### config.mk
export PLATFORM = sky130hd
export DESIGN_NAME = memory_selftest_xorshift_pattern_top
export DESIGN_NICKNAME = d
export VERILOG_FILES = /design/src/rtl/mstx_pkg.sv /design/src/rtl/mstx_engine.sv /design/src/rtl/memory_selftest_xorshift_pattern_top.sv
export VERILOG_INCLUDE_DIRS = /design/src /design/src/rtl
export SDC_FILE = /design/constraint.sdc
export NUM_CORES = 1
export LEC_CHECK = 0
export BUFFER_PORTS_ARGS = -buffer_cell sky130_fd_sc_hd__buf_2
export CELL_PAD_IN_SITES_DETAIL_PLACEMENT = 0
export CELL_PAD_IN_SITES_GLOBAL_PLACEMENT = 1
export CORE_AREA = 2 2 323 325
export DETAILED_ROUTE_END_ITERATION = 7
export DIE_AREA = 0 0 325 327
export GPL_TIMING_DRIVEN = 0
export PLACE_DENSITY = 0.52
export SYNTH_ARGS = -nofsm -noshare
export SYNTH_HDL_FRONTEND = slang
export SYNTH_SLANG_ARGS = --single-unit
### constraint.sdc
create_clock -name clk -period 6.6 [get_ports clk]
set_input_delay 1.32 -clock clk [delete_from_list [all_inputs] [get_ports clk]]
set_output_delay 1.32 -clock clk [all_outputs]
set_load 0.005 [all_outputs]
### src/rtl/memory_selftest_xorshift_pattern_top_macros.svh
// Assertion macros for the memory self-test RTL; only mstx_engine includes them.
// Depends on nothing; files that assert include it by name.
`ifndef MEMORY_SELFTEST_XORSHIFT_PATTERN_TOP_MACROS_SVH
`define MEMORY_SELFTEST_XORSHIFT_PATTERN_TOP_MACROS_SVH

// Same-cycle implication, disabled while reset is asserted.
`define MSTX_ASSERT_NOW(label, clk, rst_n, ante, cons, msg) \
	label: assert property (@(posedge clk) disable iff (!(rst_n)) (ante) |-> (cons)) \
		else $error(msg);

// Next-cycle implication, disabled while reset is asserted.
`define MSTX_ASSERT_NEXT(label, clk, rst_n, ante, cons, msg) \
	label: assert property (@(posedge clk) disable iff (!(rst_n)) (ante) |=> (cons)) \
		else $error(msg);

`endif

### src/rtl/mstx_pkg.sv
// Types, codes and the xorshift32 step for the memory self-test sequencer.
// Depends on nothing; used by mstx_engine and the top level.
package mstx_pkg;

	localparam logic [31:0] SEED            = 32'h1357_9BDF;
	localparam logic [23:0] COUNT_MAX       = 24'hFF_FFFF;
	localparam logic [31:0] DEF_WINDOW_BASE = 32'h4000_0000;
	localparam logic [31:0] DEF_WINDOW_END  = 32'h41FF_FFFF;

	// Reset values of the setup registers
	localparam logic [31:0] RST_TEST_ADDRESS = 32'd0;
	localparam logic [31:0] RST_TEST_SIZE    = 32'd0;
	localparam logic [31:0] RST_MAX_WORDS    = 32'd8192;

	// Setup register indexes
	localparam logic [1:0] CFG_TEST_ADDRESS = 2'd0;
	localparam logic [1:0] CFG_TEST_SIZE    = 2'd1;
	localparam logic [1:0] CFG_MAX_WORDS    = 2'd2;

	// Input beat kinds
	localparam logic [1:0] ACT_START    = 2'd0;
	localparam logic [1:0] ACT_ADVANCE  = 2'd1;
	localparam logic [1:0] ACT_RESPONSE = 2'd2;

	// Memory commands
	localparam logic [1:0] CMD_NONE  = 2'd0;
	localparam logic [1:0] CMD_WRITE = 2'd1;
	localparam logic [1:0] CMD_READ  = 2'd2;

	// Reported status
	localparam logic [2:0] ST_IDLE    = 3'd0;
	localparam logic [2:0] ST_RUNNING = 3'd1;
	localparam logic [2:0] ST_PASSED  = 3'd2;
	localparam logic [2:0] ST_FAILED  = 3'd3;
	localparam logic [2:0] ST_INVALID = 3'd4;

	typedef enum logic [2:0] {
		PH_IDLE,
		PH_WRITE,
		PH_READ,
		PH_PASS,
		PH_FAIL,
		PH_INVALID
	} phase_t;

	typedef struct packed {
		logic [1:0]  command;
		logic [31:0] mem_address;
		logic [31:0] mem_wdata;
		logic [2:0]  test_status;
		logic [31:0] fail_address;
		logic [31:0] fail_expected;
		logic [31:0] fail_actual;
	} mstx_res_t;

	function automatic logic [31:0] xorshift(input logic [31:0] v);
		logic [31:0] a;
		logic [31:0] b;
		a = v ^ (v << 13);
		b = a ^ (a >> 17);
		return b ^ (b << 5);
	endfunction

endpackage

### src/rtl/mstx_engine.sv
// Sequencer state and one-beat step logic of the memory self-test.
// Depends on mstx_pkg and the assertion macro header.
`include "memory_selftest_xorshift_pattern_top_macros.svh"

module mstx_engine #(
	parameter logic [31:0] WINDOW_BASE = mstx_pkg::DEF_WINDOW_BASE,
	parameter logic [31:0] WINDOW_END  = mstx_pkg::DEF_WINDOW_END
) (
	input  logic                  clk,
	input  logic                  arst_n,
	input  logic                  step,
	input  logic [1:0]            action,
	input  logic [31:0]           mem_rdata,
	input  logic [31:0]           test_address,
	input  logic [31:0]           test_size,
	input  logic [31:0]           max_words,
	output mstx_pkg::mstx_res_t   res
);

	mstx_pkg::phase_t phase_q, phase_d;
	logic [31:0] pattern_q, pattern_d;
	logic [23:0] word_index_q, word_index_d;
	logic [23:0] word_count_q, word_count_d;
	logic [31:0] fail_addr_q, fail_addr_d;
	logic [31:0] fail_exp_q, fail_exp_d;
	logic [31:0] fail_act_q, fail_act_d;

	logic        cfg_ok;
	logic [32:0] room;
	logic [31:0] size_words;
	logic [31:0] lim;
	logic [23:0] count_new;
	logic [31:0] pat_next;
	logic [31:0] addr_cur;
	logic [23:0] index_inc;

	assign room       = {1'b0, WINDOW_END} - {1'b0, test_address} + 33'd1;
	assign cfg_ok     = (test_address >= WINDOW_BASE) && (test_address <= WINDOW_END)
	                 && (test_address[1:0] == 2'b00) && (test_size >= 32'd4)
	                 && (max_words != 32'd0) && ({1'b0, test_size} <= room);
	assign size_words = {2'b00, test_size[31:2]};
	assign lim        = (max_words < size_words) ? max_words : size_words;
	assign count_new  = (lim > {8'd0, mstx_pkg::COUNT_MAX}) ? mstx_pkg::COUNT_MAX : lim[23:0];
	assign pat_next   = mstx_pkg::xorshift(pattern_q);
	assign addr_cur   = test_address + {6'd0, word_index_q, 2'b00};
	assign index_inc  = word_index_q + 24'd1;

	always_ff @(posedge clk or negedge arst_n) begin
		if (!arst_n) begin
			phase_q      <= mstx_pkg::PH_IDLE;
			pattern_q    <= mstx_pkg::SEED;
			word_index_q <= '0;
			word_count_q <= '0;
			fail_addr_q  <= '0;
			fail_exp_q   <= '0;
			fail_act_q   <= '0;
		end else if (step) begin
			phase_q      <= phase_d;
			pattern_q    <= pattern_d;
			word_index_q <= word_index_d;
			word_count_q <= word_count_d;
			fail_addr_q  <= fail_addr_d;
			fail_exp_q   <= fail_exp_d;
			fail_act_q   <= fail_act_d;
		end
	end

	always_comb begin
		phase_d         = phase_q;
		pattern_d       = pattern_q;
		word_index_d    = word_index_q;
		word_count_d    = word_count_q;
		fail_addr_d     = fail_addr_q;
		fail_exp_d      = fail_exp_q;
		fail_act_d      = fail_act_q;
		res.command     = mstx_pkg::CMD_NONE;
		res.mem_address = '0;
		res.mem_wdata   = '0;
		case (action)
			mstx_pkg::ACT_START: begin
				fail_addr_d  = '0;
				fail_exp_d   = '0;
				fail_act_d   = '0;
				pattern_d    = mstx_pkg::SEED;
				word_index_d = '0;
				if (!cfg_ok) begin
					phase_d      = mstx_pkg::PH_INVALID;
					word_count_d = '0;
				end else begin
					word_count_d    = count_new;
					phase_d         = mstx_pkg::PH_WRITE;
					res.command     = mstx_pkg::CMD_WRITE;
					res.mem_address = test_address;
					res.mem_wdata   = mstx_pkg::xorshift(mstx_pkg::SEED);
					pattern_d       = mstx_pkg::xorshift(mstx_pkg::SEED);
					word_index_d    = 24'd1;
				end
			end
			mstx_pkg::ACT_ADVANCE: begin
				if (phase_q == mstx_pkg::PH_WRITE) begin
					if (word_index_q < word_count_q) begin
						res.command     = mstx_pkg::CMD_WRITE;
						res.mem_address = addr_cur;
						res.mem_wdata   = pat_next;
						pattern_d       = pat_next;
						word_index_d    = index_inc;
					end else begin
						// Write pass done: reseed and open the read pass
						phase_d         = mstx_pkg::PH_READ;
						pattern_d       = mstx_pkg::SEED;
						word_index_d    = '0;
						res.command     = mstx_pkg::CMD_READ;
						res.mem_address = test_address;
					end
				end
			end
			mstx_pkg::ACT_RESPONSE: begin
				if (phase_q == mstx_pkg::PH_READ) begin
					pattern_d = pat_next;
					if (mem_rdata != pat_next) begin
						fail_addr_d = addr_cur;
						fail_exp_d  = pat_next;
						fail_act_d  = mem_rdata;
						phase_d     = mstx_pkg::PH_FAIL;
					end else begin
						word_index_d = index_inc;
						if (index_inc >= word_count_q) begin
							phase_d = mstx_pkg::PH_PASS;
						end else begin
							res.command     = mstx_pkg::CMD_READ;
							res.mem_address = test_address + {6'd0, index_inc, 2'b00};
						end
					end
				end
			end
			default: begin
			end
		endcase

		case (phase_d)
			mstx_pkg::PH_WRITE,
			mstx_pkg::PH_READ:    res.test_status = mstx_pkg::ST_RUNNING;
			mstx_pkg::PH_PASS:    res.test_status = mstx_pkg::ST_PASSED;
			mstx_pkg::PH_FAIL:    res.test_status = mstx_pkg::ST_FAILED;
			mstx_pkg::PH_INVALID: res.test_status = mstx_pkg::ST_INVALID;
			default:              res.test_status = mstx_pkg::ST_IDLE;
		endcase
		res.fail_address  = fail_addr_d;
		res.fail_expected = fail_exp_d;
		res.fail_actual   = fail_act_d;
	end

	`MSTX_ASSERT_NOW(a_read_index_in_range, clk, arst_n,
		phase_q == mstx_pkg::PH_READ, word_index_q < word_count_q,
		"read pass index reached the word count")
	`MSTX_ASSERT_NOW(a_record_only_on_fail, clk, arst_n,
		phase_q != mstx_pkg::PH_FAIL,
		(fail_addr_q == 32'd0) && (fail_exp_q == 32'd0) && (fail_act_q == 32'd0),
		"failure record set outside the fail phase")
	`MSTX_ASSERT_NEXT(a_start_seeds_pattern, clk, arst_n,
		step && (action == mstx_pkg::ACT_START) && (res.command == mstx_pkg::CMD_WRITE),
		pattern_q == mstx_pkg::xorshift(mstx_pkg::SEED),
		"start did not leave the first pattern word")
	`MSTX_ASSERT_NOW(a_command_while_running, clk, arst_n,
		step && (res.command != mstx_pkg::CMD_NONE),
		res.test_status == mstx_pkg::ST_RUNNING,
		"memory command issued outside a running test")

endmodule

### src/rtl/memory_selftest_xorshift_pattern_top.sv
// Top level of the memory self-test sequencer: stream ports, setup registers,
// input and result registers. Depends on mstx_pkg and mstx_engine.
//
// Usage:
//   Setup: write test_address (index 0), test_size (index 1) and max_words
//   (index 2) on the cfg channel while the block is idle; cfg_ready is always high.
//   Input stream (s_axis): tuser carries the action (start, advance, read response),
//   tdata the word read back from memory. Every input beat yields exactly one
//   result beat on m_axis: tuser is the memory command (none, write, read), tdata
//   holds address, write data, status and the failure record.
//   Start checks the setup and issues the write of word 0; each advance issues the
//   next write, then the first read; each read response is compared with the
//   regenerated xorshift32 word and issues the next read until a mismatch or pass.
//   Path: input register, then the result register fed by the step logic.
//   Throughput: one beat per cycle while the receiver takes results, set by the
//   combinational xorshift step and compare in the engine.
//   Stall: when m_axis_tready is low the result is held; the input register takes
//   one more beat if it is empty, then s_axis_tready drops until the result moves on.
//   Reset: arst_n clears all valid flags and the test state to idle, and returns
//   the setup registers to their reset values (max_words 8192).

module memory_selftest_xorshift_pattern_top #(
	parameter logic [31:0] WINDOW_BASE = mstx_pkg::DEF_WINDOW_BASE,
	parameter logic [31:0] WINDOW_END  = mstx_pkg::DEF_WINDOW_END
) (
	input  logic         clk,
	input  logic         arst_n,
	// setup write channel
	input  logic         cfg_valid,
	output logic         cfg_ready,
	input  logic [1:0]   cfg_index,
	input  logic [31:0]  cfg_data,
	// input stream
	input  logic         s_axis_tvalid,
	output logic         s_axis_tready,
	input  logic [31:0]  s_axis_tdata,   // [31:0] mem_rdata
	input  logic [1:0]   s_axis_tuser,   // [1:0] action
	// result stream
	output logic         m_axis_tvalid,
	input  logic         m_axis_tready,
	// [31:0] mem_address, [63:32] mem_wdata, [66:64] test_status,
	// [98:67] fail_address, [130:99] fail_expected, [162:131] fail_actual, rest zero
	output logic [167:0] m_axis_tdata,
	output logic [1:0]   m_axis_tuser    // [1:0] command
);

	logic [31:0] test_address_q;
	logic [31:0] test_size_q;
	logic [31:0] max_words_q;

	logic        valid_s1;
	logic [1:0]  action_s1;
	logic [31:0] rdata_s1;

	logic         m_valid_q;
	logic [167:0] m_tdata_q;
	logic [1:0]   m_tuser_q;

	logic                out_free;
	logic                step;
	mstx_pkg::mstx_res_t res;

	assign cfg_ready = 1'b1;

	// Setup registers; writes to an unused index are dropped
	always_ff @(posedge clk or negedge arst_n) begin
		if (!arst_n) begin
			test_address_q <= mstx_pkg::RST_TEST_ADDRESS;
			test_size_q    <= mstx_pkg::RST_TEST_SIZE;
			max_words_q    <= mstx_pkg::RST_MAX_WORDS;
		end else if (cfg_valid && cfg_ready) begin
			case (cfg_index)
				mstx_pkg::CFG_TEST_ADDRESS: test_address_q <= cfg_data;
				mstx_pkg::CFG_TEST_SIZE:    test_size_q    <= cfg_data;
				mstx_pkg::CFG_MAX_WORDS:    max_words_q    <= cfg_data;
				default: begin
				end
			endcase
		end
	end

	// Advance the held beat whenever the result register is free or draining
	assign out_free      = !m_valid_q || m_axis_tready;
	assign step          = valid_s1 && out_free;
	assign s_axis_tready = !valid_s1 || out_free;

	always_ff @(posedge clk or negedge arst_n) begin
		if (!arst_n) begin
			valid_s1 <= 1'b0;
		end else if (s_axis_tvalid && s_axis_tready) begin
			valid_s1 <= 1'b1;
		end else if (step) begin
			valid_s1 <= 1'b0;
		end
	end

	// Payload: no reset needed
	always_ff @(posedge clk) begin
		if (s_axis_tvalid && s_axis_tready) begin
			action_s1 <= s_axis_tuser;
			rdata_s1  <= s_axis_tdata;
		end
	end

	mstx_engine #(
		.WINDOW_BASE (WINDOW_BASE),
		.WINDOW_END  (WINDOW_END)
	) u_engine (
		.clk          (clk),
		.arst_n       (arst_n),
		.step         (step),
		.action       (action_s1),
		.mem_rdata    (rdata_s1),
		.test_address (test_address_q),
		.test_size    (test_size_q),
		.max_words    (max_words_q),
		.res          (res)
	);

	// Result register: hold while the receiver stalls
	always_ff @(posedge clk or negedge arst_n) begin
		if (!arst_n) begin
			m_valid_q <= 1'b0;
		end else if (step) begin
			m_valid_q <= 1'b1;
		end else if (m_axis_tready) begin
			m_valid_q <= 1'b0;
		end
	end

	always_ff @(posedge clk) begin
		if (step) begin
			m_tuser_q <= res.command;
			m_tdata_q <= {5'd0, res.fail_actual, res.fail_expected, res.fail_address,
			              res.test_status, res.mem_wdata, res.mem_address};
		end
	end

	assign m_axis_tvalid = m_valid_q;
	assign m_axis_tdata  = m_tdata_q;
	assign m_axis_tuser  = m_tuser_q;

endmodule

==> metrics.yaml <==
status: "finished, final reports clean"
clockRootBuffer: "clkbuf_16"
p_leak_uw: 0.0139
final_util: 0.319
ios: 246
largest_register_ffs: 163
cts_tree: "done"
grt.overflow.total: 0
dp_hpwl_mm: 82.0
postSynthCellCount: 2662
p_sw_frac: 0.396
worst-r2r-setup-slack_ns: 0.26
total_power_uw: 11900
maxSlewHeadroom: 0.302
numCtsBuffers: 59
hp-start: "u_engine.pattern_q[25]"
netlist_area_mm2: 0.0275
reg2reg_to: "m_axis_tdata[13]"
cp_common_cell: "or4_4"
hp-class: "reg2reg"
p_seq_frac: 0.333
hold-path-endpoint: "u_engine.pattern_q[25]"
rsz0062_at_grt: "no"
place_congestion: 0.877
skew_ns: 0.0353
peakVddDrop_mv: 0.334
grt_pass1_wl_mm: 155
wl_met2_mm: 50.4
yosysSeqAreaShare: 0.471
tns_ns: 0
grt_pass1_vias: 22582
dieArea_mm2: 0.106
setup_viol: 0
cp.arrival_ns: 6.84
place_area_mm2: 0.0305
syn2layout_area_growth_pct: 19.3
ant_nets: 0
grt_util_all_layers: 0.196
avgViaCountPerCell: 5.06
synth-warning-count: 0
power_frac_clock: 0.289
routed_wl_mm: 105
internal_power_uw: 7200
max_freq_mhz: 158
cts_hold_buf: 0
cts.sinks: 476
holdWs_ns: 0.488
drt_first_pass_iters: 6
drc: 0
hold_viol: 0
avgSynthCellArea_um2: 10.3
max-clock-path-buffers: 3
drive_gt1_frac: 0.177
timing.rr.start: "test_address_q[2]"
start_kind: "flop"
die_w_um: 325
ys.flop_type: "dfrtp_1"
rows: 118
drt_iter0_markers: 1712
ys_ff_latch: 476
core_region_area_mm2: 0.103
top_layer_used: "met4"
powerDensity_mw_per_mm2: 363
max_cap_viol_count: 0
numPortBuffers: 239
tightest_slew_ns: 1.05
wl_met1_mm: 46.3
antenna_found_initial: 4
wl_per_cell_um: 23.9
criticalPathCategory: "reg2reg"
path_max_fanout: 10
clk_pin_slew_ns: 0.06
async_reset_ff_frac: 0.582
finalCritPeriodShare: 0.961
design_area_mm2: 0.0328
drv_slew: 0
required_ns: 7.09
wl_met3_mm: 5.00
crit_chain: "or4_4 > nor4_4 > nand2_2 > or3_4 > or3_4 > or4_4 > o21ai_2 > nand2_2 > o41ai_4 > xnor2_1 > ha_1 > a21oi_1 > nand2_1 > or4_4 > a311oi_4 > o21ai_4 > or2_1 > clkbuf_4 > nand2_4 > buf_4 > a222oi_1 > nor2_1"
period_needed_ns: 6.34
r2r_cells: 22
htreeDepth: 2
cp-end-kind: "flop"
grt_start_max_net_pins: 116
hold_depth: 2
p_comb_frac: 0.378
synth_edf_count: 199
initial_utilization: 0.267
ys_types: 81
crit_slowest_cell: "or4_4"
die_h_um: 327
vias: 22310
max_stage_delay_ns: 0.56
clk_latency_ns: 0.68
switchingPower_uw: 4720
fin_nets: 3217
==> power by group through the flow <==
stage	Clock, uW	Combinational (uW)	Sequential (uW)
after global placement	0	4420	4040
final	3450	4510	3970
after CTS	3550	4510	3970
after detailed placement	0	4450	4030
after floorplan	0	2830	3830
after global routing	3670	4850	4010
==> cells by family (layout without fill, tap and decap cells) <==
logic type | count (synthesis) | in the layout | synth area share
adder cells (fa/ha/maj) | 166 | 166 | 0.0761
AO/OA/AOI/OAI | 670 | 670 | 0.155
other | 2 | 7 | 0.000273
multiplexers | 160 | 160 | 0.0630
XOR/XNOR | 195 | 195 | 0.0748
buffers and inverters | 229 | 591 | 0.0330
flip-flops | 476 | 476 | 0.471
AND/OR/NAND/NOR | 764 | 764 | 0.128
==> per-stage QoR <==
stage / setup slack (ns) / cells
2_1_floorplan: 0.0578 / 2666
3_3_place_gp: -3.81 / 4285
3_5_place_dp: -1.22 / 4289
4_1_cts: 0.000814 / 4402
5_1_grt: 0.0147 / 4408
6_report: 0.256 / 4409
==> metal layers <==
layer,vias to the layer above,global-route usage
li1,10368,-
met1,11101,0.257
met2,692,0.332
met3,149,0.0247
met4,0,0.0712
met5,-,0
==> worst max path at each step <==
stage                             startpoint                        end  slack, ns
floorplan                      m_axis_tready    u_engine.fail_act_q[10]       0.06
CTS                        test_address_q[3]  u_engine.word_count_q[19]     0.0008
global placement               m_axis_tready    u_engine.fail_exp_q[13]      -3.81
detailed placement         test_address_q[3]  u_engine.word_count_q[19]      -1.22
finish                     test_address_q[2]           m_axis_tdata[13]       0.26
global route        u_engine.word_index_q[1]           m_axis_tdata[13]       0.01
==> area by class of cell <==
cell class                      count  area [um^2]
Clock buffer                       80         1640
Timing Repair Buffer              251         1380
Sequential cell                   476        12900
Buffer                            141          599
Inverter                           88          335
Antenna cell                        1         2.50
Clock inverter                     31          412
Multi-Input combinational cell   1961        13800
Fill cell                       10603        70100
Tap cell                         1380         1730
==> timing repair <==
item                       in CTS  in global routing
pin swaps                       5                 15
resized for setup              22                 15
setup endpoints to repair      84                 41
setup buffers                   2                  6
==> critical path, delay by kind of cell, from the launching register on <==
family	cells	cell delay, ns
simple gates	12	3.57
compound gates	6	1.21
flops	1	0.45
buf+inv	2	0.45
fa+ha+maj	1	0.30
xor+xnor	1	0.18
==> cell usage after synthesis (6+ instances only) <==
| master | number | area, um^2 |
|---|---|---|
| a211oi_1 | 15 | 113 |
| a21o_1 | 36 | 270 |
| a21oi_1 | 127 | 636 |
| a221oi_1 | 6 | 52.6 |
| a222oi_1 | 12 | 120 |
| a22o_1 | 59 | 517 |
| a22oi_1 | 10 | 75.1 |
| a31oi_1 | 11 | 68.8 |
| and3_1 | 13 | 81.3 |
| buf_1 | 12 | 45.0 |
| buf_2 | 19 | 95.1 |
| buf_4 | 6 | 45.0 |
| clkbuf_1 | 103 | 387 |
| dfrtp_1 | 256 | 6410 |
| dfstp_2 | 21 | 552 |
| edfxtp_1 | 199 | 5980 |
| ha_1 | 164 | 2050 |
| inv_1 | 86 | 323 |
| mux2_2 | 104 | 1170 |
| mux2i_1 | 56 | 561 |
| nand2_1 | 288 | 1080 |
| nand2b_1 | 22 | 138 |
| nand3_1 | 40 | 200 |
| nand4_1 | 27 | 169 |
| nor2_1 | 191 | 717 |
| nor2b_1 | 15 | 93.8 |
| nor3_1 | 72 | 360 |
| nor4_1 | 24 | 150 |
| o211ai_1 | 8 | 60.1 |
| o21a_1 | 14 | 105 |
| o21ai_0 | 260 | 1300 |
| o22ai_1 | 6 | 37.5 |
| o311ai_0 | 23 | 201 |
| o31ai_1 | 35 | 263 |
| or2_2 | 7 | 43.8 |
| or3_1 | 33 | 206 |
| xnor2_1 | 117 | 1020 |
| xnor3_1 | 22 | 495 |
| xor2_1 | 52 | 455 |
==> cell usage in the layout (no fill, tap or decap), types with 56 or more instances in the layout <==
cell | Yosys | routed
nand2_1 | 288 | 288
o21ai_0 | 260 | 260
buf_2 | 19 | 255
dfrtp_1 | 256 | 252
edfxtp_1 | 199 | 199
nor2_1 | 191 | 190
ha_1 | 164 | 164
a21oi_1 | 127 | 126
xnor2_1 | 117 | 117
clkbuf_1 | 103 | 114
mux2_2 | 104 | 104
inv_1 | 86 | 86
nor3_1 | 72 | 71
a22o_1 | 59 | 59
clkbuf_16 | 0 | 59
mux2i_1 | 56 | 56
Power figures use the tool's default switching activity.
